File: config.mk
export PLATFORM = sky130hd
export DESIGN_NAME = half_single_float_convert_top_flat
export DESIGN_NICKNAME = d
export VERILOG_FILES = /design/src/sv/hsfc_pkg.sv /design/src/sv/hsfc_if.sv /design/src/sv/hsfc_core.sv /design/src/sv/half_single_float_convert_top.sv /design/src/flat_wrapper.sv
export SDC_FILE = /design/constraint.sdc
export NUM_CORES = 1
export LEC_CHECK = 0
export ABC_AREA = 1
export ABC_CLOCK_PERIOD_IN_PS = 4600
export BUFFER_PORTS_ARGS = -buffer_cell sky130_fd_sc_hd__buf_2
export CORE_ASPECT_RATIO = 0.9
export CORE_MARGIN = 1.5
export CORE_UTILIZATION = 45
export CTS_CLUSTER_DIAMETER = 200
export CTS_CLUSTER_SIZE = 24
export DETAILED_ROUTE_END_ITERATION = 6
export PLACE_DENSITY = 0.7
export SLEW_MARGIN = 20
export SYNTH_ARGS = -nofsm -noshare
export SYNTH_HDL_FRONTEND = slang
export SYNTH_SLANG_ARGS = --single-unit
File: constraint.sdc
create_clock -name i_clk -period 4.6 [get_ports i_clk]
set_clock_uncertainty 0.2 [all_clocks]
set_input_delay 0.23 -clock i_clk [delete_from_list [all_inputs] [get_ports i_clk]]
set_output_delay 0.23 -clock i_clk [all_outputs]
set_load 0.02 [all_outputs]
File: src/sv/hsfc_pkg.sv
// ----------------------------------------------------------------------------
// hsfc_pkg
// Shared types, constants and conversion functions for the half/single
// format converter.
// ----------------------------------------------------------------------------
`default_nettype none
package hsfc_pkg;

    localparam int unsigned ValueW  = 32;
    localparam int unsigned ResultW = 32;

    typedef enum logic {
        KIND_H2S = 1'b0,
        KIND_S2H = 1'b1
    } t_kind;

    typedef struct packed {
        logic              kind;
        logic [ValueW-1:0] value;
    } t_req;

    function automatic logic [31:0] half_to_single(input logic [15:0] h);
        logic        sgn;
        logic [4:0]  ex;
        logic [9:0]  man;
        logic [3:0]  n;
        logic [9:0]  nm;
        logic [7:0]  sex;
        logic [31:0] res;
        sgn = h[15];
        ex  = h[14:10];
        man = h[9:0];
        n   = 4'd0;
        for (int i = 0; i < 10; i++) begin
            if (man[i]) begin
                n = 4'(10 - i);
            end
        end
        nm  = 10'(man << n);
        if (ex == 5'd0) begin
            if (man == 10'd0) begin
                res = {sgn, 31'd0};
            end else begin
                sex = 8'(8'd113 - {4'd0, n});
                res = {sgn, sex, nm, 13'd0};
            end
        end else if (ex == 5'h1F) begin
            res = {sgn, 8'hFF, man, 13'd0};
        end else begin
            sex = 8'({3'd0, ex} + 8'd112);
            res = {sgn, sex, man, 13'd0};
        end
        return res;
    endfunction

    function automatic logic [15:0] single_to_half(input logic [31:0] f);
        logic        sgn;
        logic [7:0]  bex;
        logic [22:0] man;
        logic [23:0] fm;
        logic [4:0]  sh;
        logic [23:0] q;
        logic [23:0] rem;
        logic [23:0] hlf;
        logic [15:0] r;
        logic [15:0] res;
        sgn = f[31];
        bex = f[30:23];
        man = f[22:0];
        fm  = {1'b1, man};
        sh  = 5'(9'd126 - {1'b0, bex});
        q   = fm >> sh;
        hlf = 24'd1 << (sh - 5'd1);
        rem = fm & ((24'd1 << sh) - 24'd1);
        r   = {sgn, 5'(bex - 8'd112), man[22:13]};
        if (bex == 8'hFF) begin
            res = {sgn, 5'h1F, (man != 23'd0), 9'd0};
        end else if (bex >= 8'd143) begin
            res = {sgn, 5'h1F, 10'd0};
        end else if (bex <= 8'd112) begin
            if (bex < 8'd102) begin
                res = {sgn, 15'd0};
            end else begin
                if (rem > hlf || (rem == hlf && q[0])) begin
                    q = q + 24'd1;
                end
                res = {sgn, q[14:0]};
            end
        end else begin
            if (man[12:0] > 13'h1000 || (man[12:0] == 13'h1000 && r[0])) begin
                r = r + 16'd1;
            end
            res = r;
        end
        return res;
    endfunction

endpackage
`default_nettype wire

File: src/sv/hsfc_if.sv
// ----------------------------------------------------------------------------
// hsfc_if
// Valid/ready channel carrying one payload item.
// ----------------------------------------------------------------------------
`default_nettype none
interface hsfc_if #(
    parameter type T = logic
);
    logic valid;
    logic ready;
    T     data;
    modport source (output valid, output data, input ready);
    modport sink   (input valid, input data, output ready);
endinterface
`default_nettype wire

File: src/sv/hsfc_core.sv
// ----------------------------------------------------------------------------
// hsfc_core
// Combinational format conversion between input and result registers.
// ----------------------------------------------------------------------------
`default_nettype none
module hsfc_core
    import hsfc_pkg::*;
(
    input  wire t_req               i_req,
    output logic [ResultW-1:0]      o_result
);
    always_comb begin
        if (i_req.kind == KIND_H2S) begin
            o_result = half_to_single(i_req.value[15:0]);
        end else begin
            o_result = {16'd0, single_to_half(i_req.value)};
        end
    end
endmodule
`default_nettype wire

File: src/sv/half_single_float_convert_top.sv
// ----------------------------------------------------------------------------
// half_single_float_convert_top
// IEEE half <-> single precision converter, one item per cycle unless stalled.
//
// Usage: i_req carries kind (0 half to single, 1 single to half) and value.
// o_rsp carries result; half results sit in bits 15..0, upper bits zero.
// An input item is registered on acceptance; the conversion is bit logic
// between that input register and the result register, from which the
// result leaves. Throughput is one item per cycle while the receiver is
// ready, set by the two-stage register pipeline. Each stage advances
// when the stage after it is empty or being drained, so a receiver stall
// holds the result stage, holds the input stage too once it is full, and
// drops i_req.ready only when both are full and the receiver stalls.
// Reset clears both valid flags; no item is in flight afterwards.
// ----------------------------------------------------------------------------
`default_nettype none
module half_single_float_convert_top
    import hsfc_pkg::*;
(
    input  wire           i_clk,
    input  wire           i_rst_n,
    hsfc_if.sink          i_req,
    hsfc_if.source        o_rsp
);
    logic               r_in_vld;
    t_req               r_in;
    logic               r_out_vld;
    logic [ResultW-1:0] r_out;
    logic [ResultW-1:0] n_out;
    logic               w_out_adv;
    logic               w_in_adv;

    hsfc_core u_core (
        .i_req    (r_in),
        .o_result (n_out)
    );

    assign w_out_adv   = !r_out_vld || o_rsp.ready;
    assign w_in_adv    = !r_in_vld || w_out_adv;
    assign i_req.ready = w_in_adv;
    assign o_rsp.valid = r_out_vld;
    assign o_rsp.data  = r_out;

    always_ff @(posedge i_clk) begin
        if (!i_rst_n) begin
            r_in_vld  <= 1'b0;
            r_out_vld <= 1'b0;
        end else begin
            if (w_in_adv) begin
                r_in_vld <= i_req.valid;
            end
            if (w_out_adv) begin
                r_out_vld <= r_in_vld;
            end
        end
    end

    always_ff @(posedge i_clk) begin
        if (w_in_adv && i_req.valid) begin
            r_in <= i_req.data;
        end
        if (w_out_adv && r_in_vld) begin
            r_out <= n_out;
        end
    end

`ifndef NO_ASSERTIONS
    a_hold_out: assert property (@(posedge i_clk) disable iff (!i_rst_n)
        r_out_vld && !o_rsp.ready |=> r_out_vld && $stable(r_out))
        else $error("result lost under stall");
    a_ready: assert property (@(posedge i_clk) disable iff (!i_rst_n)
        !i_req.ready |-> r_in_vld && r_out_vld)
        else $error("ready low with free stage");
    a_move: assert property (@(posedge i_clk) disable iff (!i_rst_n)
        r_in_vld && w_out_adv |=> r_out_vld)
        else $error("item dropped between stages");
    a_upper: assert property (@(posedge i_clk) disable iff (!i_rst_n)
        r_in_vld && w_out_adv && r_in.kind == KIND_S2H |=> r_out[31:16] == 16'd0)
        else $error("half result upper bits set");
`endif

endmodule
`default_nettype wire

File: src/flat_wrapper.sv
// flat-port wrapper written by rule: the top's interface ports become plain ports
module half_single_float_convert_top_flat import hsfc_pkg::*;
  (i_clk, i_rst_n, i_req_valid, i_req_data, i_req_ready, o_rsp_valid, o_rsp_data, o_rsp_ready);
  hsfc_if #(.T(t_req)) i_req_i ();
  hsfc_if #(.T(logic [31:0])) o_rsp_i ();
  input  wire i_clk;
  input  wire i_rst_n;
  input wire logic [$bits(i_req_i.valid)-1:0] i_req_valid;
  input wire logic [$bits(i_req_i.data)-1:0] i_req_data;
  output wire logic [$bits(i_req_i.ready)-1:0] i_req_ready;
  output wire logic [$bits(o_rsp_i.valid)-1:0] o_rsp_valid;
  output wire logic [$bits(o_rsp_i.data)-1:0] o_rsp_data;
  input wire logic [$bits(o_rsp_i.ready)-1:0] o_rsp_ready;
  assign i_req_i.valid = i_req_valid;
  assign i_req_i.data = i_req_data;
  assign i_req_ready = i_req_i.ready;
  assign o_rsp_valid = o_rsp_i.valid;
  assign o_rsp_data = o_rsp_i.data;
  assign o_rsp_i.ready = o_rsp_ready;
  half_single_float_convert_top u_core (.i_clk(i_clk), .i_rst_n(i_rst_n), .i_req(i_req_i), .o_rsp(o_rsp_i));
endmodule
==> results.md <==
* Overall via count from detail_route at roughly 7300
* Xor and xnor area share after synthesis at 0.0175
* Nets at 1200
* Core outline area at around 0.014 mm²
* Number of iterations in the first detailed-routing pass at 5
* Sum of overflow across all layers after global routing at 0
* Instance count along the most critical hold path at 3
* Number of setup violations in the final report at 0
* Startpoint of the worst setup timing path: u_core.r_in[24]$_DFFE_PP_
* Capturing element type of the critical path: flop
* Simple-gate share of the synthesized area at 0.404
* Placed cell count at 1245
* Drt via density at approximately 5.5
* FF-to-FF End: u_core.o_rsp.data[9]$_SDFFCE_PN0P_
* Main combinational cell family by area after synthesis: simple AND/OR/NAND/NOR gates
* Worst slew pin tran at about 0.93 ns
* Leakage power at roughly 0.004 µW
* Cell with the largest stage delay on the worst path: sky130_fd_sc_hd__edfxtp_1
* Crit path largest cell delay at approximately 0.47 ns
* Pin count of the biggest net entering global routing at 32
* Max IR drop VDD at 0.000184 V
* Finished Core Util at 0.614
* Kind of path behind the tightest hold check: in2reg
* 1st-iter DRT viols at 757
* Total inserted antenna cells at 0
* Height of the die at roughly 120 µm
* Vias in the first global route at 6366
* Minimum setup slack among reg-to-reg paths at between 0.08 and 0.09 ns
* Number of cells produced by synthesis at 968
* Largest delay contributor family on the critical path: simple AND/OR/NAND/NOR gates
* Worst hold endpoint: u_core.r_in[16]$_DFFE_PP_
* Count of maximum capacitance violations at 0
* Tightest slew margin relative to the limit at 0.375
* Startpoint types: flop
* Number of flops mapped to enable cells by yosys at 64
* Worst Hold Margin at ~0.18 ns
* Placed Area at between 0.007 and 0.008 mm²
* Seq/Total Area, Yosys at 0.301
* Relative area change from synthesis to final layout at 32.7%
* Clk pin slew, worst setup/hold paths at around 0.06 ns
* Multiplexer fraction of the synthesized cell area at 0
* DR DRC count at 0
* Number of pins with negative max-slew slack in the final report at 0
* TritonCTS Buffers at 9
* Non-filler instance count after layout at around 1300
* Die X-Extent at roughly 130 µm
* Routability Congestion at roughly 1.0
* Die Area at about 0.015 mm²
* RSZ-0062 raised after global routing: true
* Maximum clock path buffer count at 2
* Global-route wire length before repair at approximately 32 mm
* Complex-gate fraction of the synthesized area at 0.119
* Clock root buffer: sky130_fd_sc_hd__clkbuf_16
* Total global-route track usage at 0.278
* Top cells by area, synth: sky130_fd_sc_hd__edfxtp_1 30%, sky130_fd_sc_hd__nand2_1 14%, sky130_fd_sc_hd__nand3_1 10%, sky130_fd_sc_hd__ha_1 7.1%, sky130_fd_sc_hd__nor2_1 5.8%
* Avg Synthesized Cell Area at 6.73 µm²
* Clock period minus worst slack at 4.51 ns
* Cell occurring most often along the worst timing path: sky130_fd_sc_hd__nand2_1
* Result of the run: finished clean
* Synthesized net count at 1042
* Average detailed-routed wire length per instance at around 16 µm
* Worst Reg-to-Reg Cells at 33
* Fraction of registers with async set or reset after synthesis at 0
* Clk_lat worst skew at around 0.35 ns
* Critical Path Fanout Max at 7
* Effective utilization at floorplan at 0.463
* Summed area of non-filler cells in the final layout at 0.00864 mm²
* Hold Fails Final Rpt at 0
* Row Count at 41
* Total power per unit cell area at between 200 and 300 mW/mm²
* Fraction of synthesized cell area taken by the top area cell type at 0.295
* Fillcell total at between 1000 and 1500
* Port-buffer cells at 70
* Count of pins on the block boundary at 71
* Yosys cell types at 52
* Arrival time reported for the critical path endpoint at around 4.4 ns
* Worst path required time at 4.49 ns
* Start-to-end type of the worst setup path: reg2reg
* Critical hold path startpoint: i_req_valid
* Warnings, synthesis at 0
* Fin crit share at 0.981
* Final HPWL DP at between 15 and 20 mm
* Total Wirelength at 21.4 mm
* Flop and latch count out of synthesis at 66
* CTS tree: done
* Initial antenna violation count at 0
* Primary FF master, synth: sky130_fd_sc_hd__edfxtp_1
* Adder-cell share of the synthesized area at 0.0711
* Maximum level of the CTS H-tree at 3
* FMAX at about 220 MHz
* Proportion of layout cells with a drive suffix above 1 at 0.248
* Antenna viol nets, final at 0
* Num Clock Sinks at 66
* Post-Synthesis Cell Area at between 0.006 and 0.007 mm²
* Cell type with the highest aggregate area in the netlist: sky130_fd_sc_hd__edfxtp_1
* Launch point of the worst reg-to-reg path: u_core.r_in[24]$_DFFE_PP_
* Critical path buffers and inverters at 6
-- synth_stat cells, drive strengths merged (3+ instances only) --
library cell  number
clkbuf            13
o21ai             51
nor2             111
buf               15
xnor2              3
xor2              10
a31oi              7
nand3            145
edfxtp            64
a21oi             70
nor4               3
nand4             12
inv              107
ha                37
o21a               4
nor3              33
nand2            259
-- per-stage QoR --
stage | setup WS [ns] | total power [µW] | setup TNS [ns]
floorplan | 0.402 | 1250 | 0
global placement | -0.00995 | 1470 | -0.00995
detailed placement | -0.0700 | 1470 | -0.0789
CTS | 0.0000120 | 2360 | 0
global route | -0.195 | 2620 | -1.97
finish | 0.0883 | 2490 | 0
-- worst reg2reg max path: cells and delay by family (launching register included) --
kind	cells	cell delay, ns
simple gates	24	2.20
compound gates	1	0.06
fa+ha+maj	2	0.55
flops	1	0.47
buf+inv	6	0.78
-- routing by layer --
layer | wire length [µm] | GRT usage | up-vias
li1 | - | - | 3588
met1 | 9350 | 0.386 | 3309
met2 | 9870 | 0.443 | 331
met3 | 1610 | 0.0423 | 41
met4 | 589 | 0.0978 | 0
met5 | 0 | 0 | -
-- report_power, final --
part	total (µW)	internal [µW]	switching, µW
registers	737	701	36.3
logic	901	350	552
clock network	851	583	268
-- cell usage in the layout (no fill, tap or decap), types with 14 or more instances in the layout --
cell type                       netlist  routed
sky130_fd_sc_hd__ha_1                37      32
sky130_fd_sc_hd__inv_2                8      14
sky130_fd_sc_hd__a21oi_1             70      61
sky130_fd_sc_hd__nor2_1             100      80
sky130_fd_sc_hd__nand3_1            135     126
sky130_fd_sc_hd__dlygate4sd3_1        0      36
sky130_fd_sc_hd__nand3_2              9      15
sky130_fd_sc_hd__nand2_1            251     233
sky130_fd_sc_hd__edfxtp_1            64      64
sky130_fd_sc_hd__nor2_2               4      19
sky130_fd_sc_hd__inv_1               98      89
sky130_fd_sc_hd__buf_2                6      70
sky130_fd_sc_hd__o21ai_0             46      41
sky130_fd_sc_hd__nor3_1              30      25
sky130_fd_sc_hd__nand2_4              2      15
sky130_fd_sc_hd__buf_4                5      62
-- cell families (layout without fill, tap and decap cells) --
family,Yosys count,count (layout)
AND/OR/NAND/NOR,571,571
AO/OA/AOI/OAI,144,144
buffers and inverters,137,300
flip-flops,66,66
adder cells (fa/ha/maj),37,37
XOR/XNOR,13,13
-- layout make-up --
type	count	area, µm²	share of cell area
clock buffers	9	225	0.0261
clock inverters	7	141	0.0164
inverters	109	434	0.0503
multi-input cells	765	4380	0.507
flip-flops and latches	66	1960	0.227
well taps	193	241	0.0280
repair buffers	175	1250	0.145
-- registers in the layout, summed over array words and instances, names as in the netlist --
name                flops
u_core.r_in            33
u_core.o_rsp.data      31
u_core.o_rsp.valid      1
u_core.r_in_vld         1
-- worst max-delay path by stage --
| stage | end | slack [ns] | cells past startpoint |
|---|---|---|---|
| after CTS | u_core.o_rsp.data[9]$_SDFFCE_PN0P_ | 0.00001 | 34 |
| after global routing | u_core.o_rsp.data[6]$_SDFFCE_PP0P_ | -0.20 | 29 |
| after floorplan | u_core.o_rsp.data[10]$_SDFFCE_PN0P_ | 0.40 | 32 |
| after global placement | u_core.o_rsp.data[8]$_SDFFCE_PP0P_ | -0.01 | 28 |
| after detailed placement | u_core.o_rsp.data[8]$_SDFFCE_PP0P_ | -0.07 | 30 |
| final | u_core.o_rsp.data[9]$_SDFFCE_PN0P_ | 0.09 | 33 |
-- what timing repair did --
item	in CTS	in global routing
endpoints found under the setup margin	9	15
setup buffers	6	21
pin swaps	5	40
hold buffers	36	0
endpoints found under the hold margin	35	0
resized for setup	12	114
(Power assumes the default switching activity.)
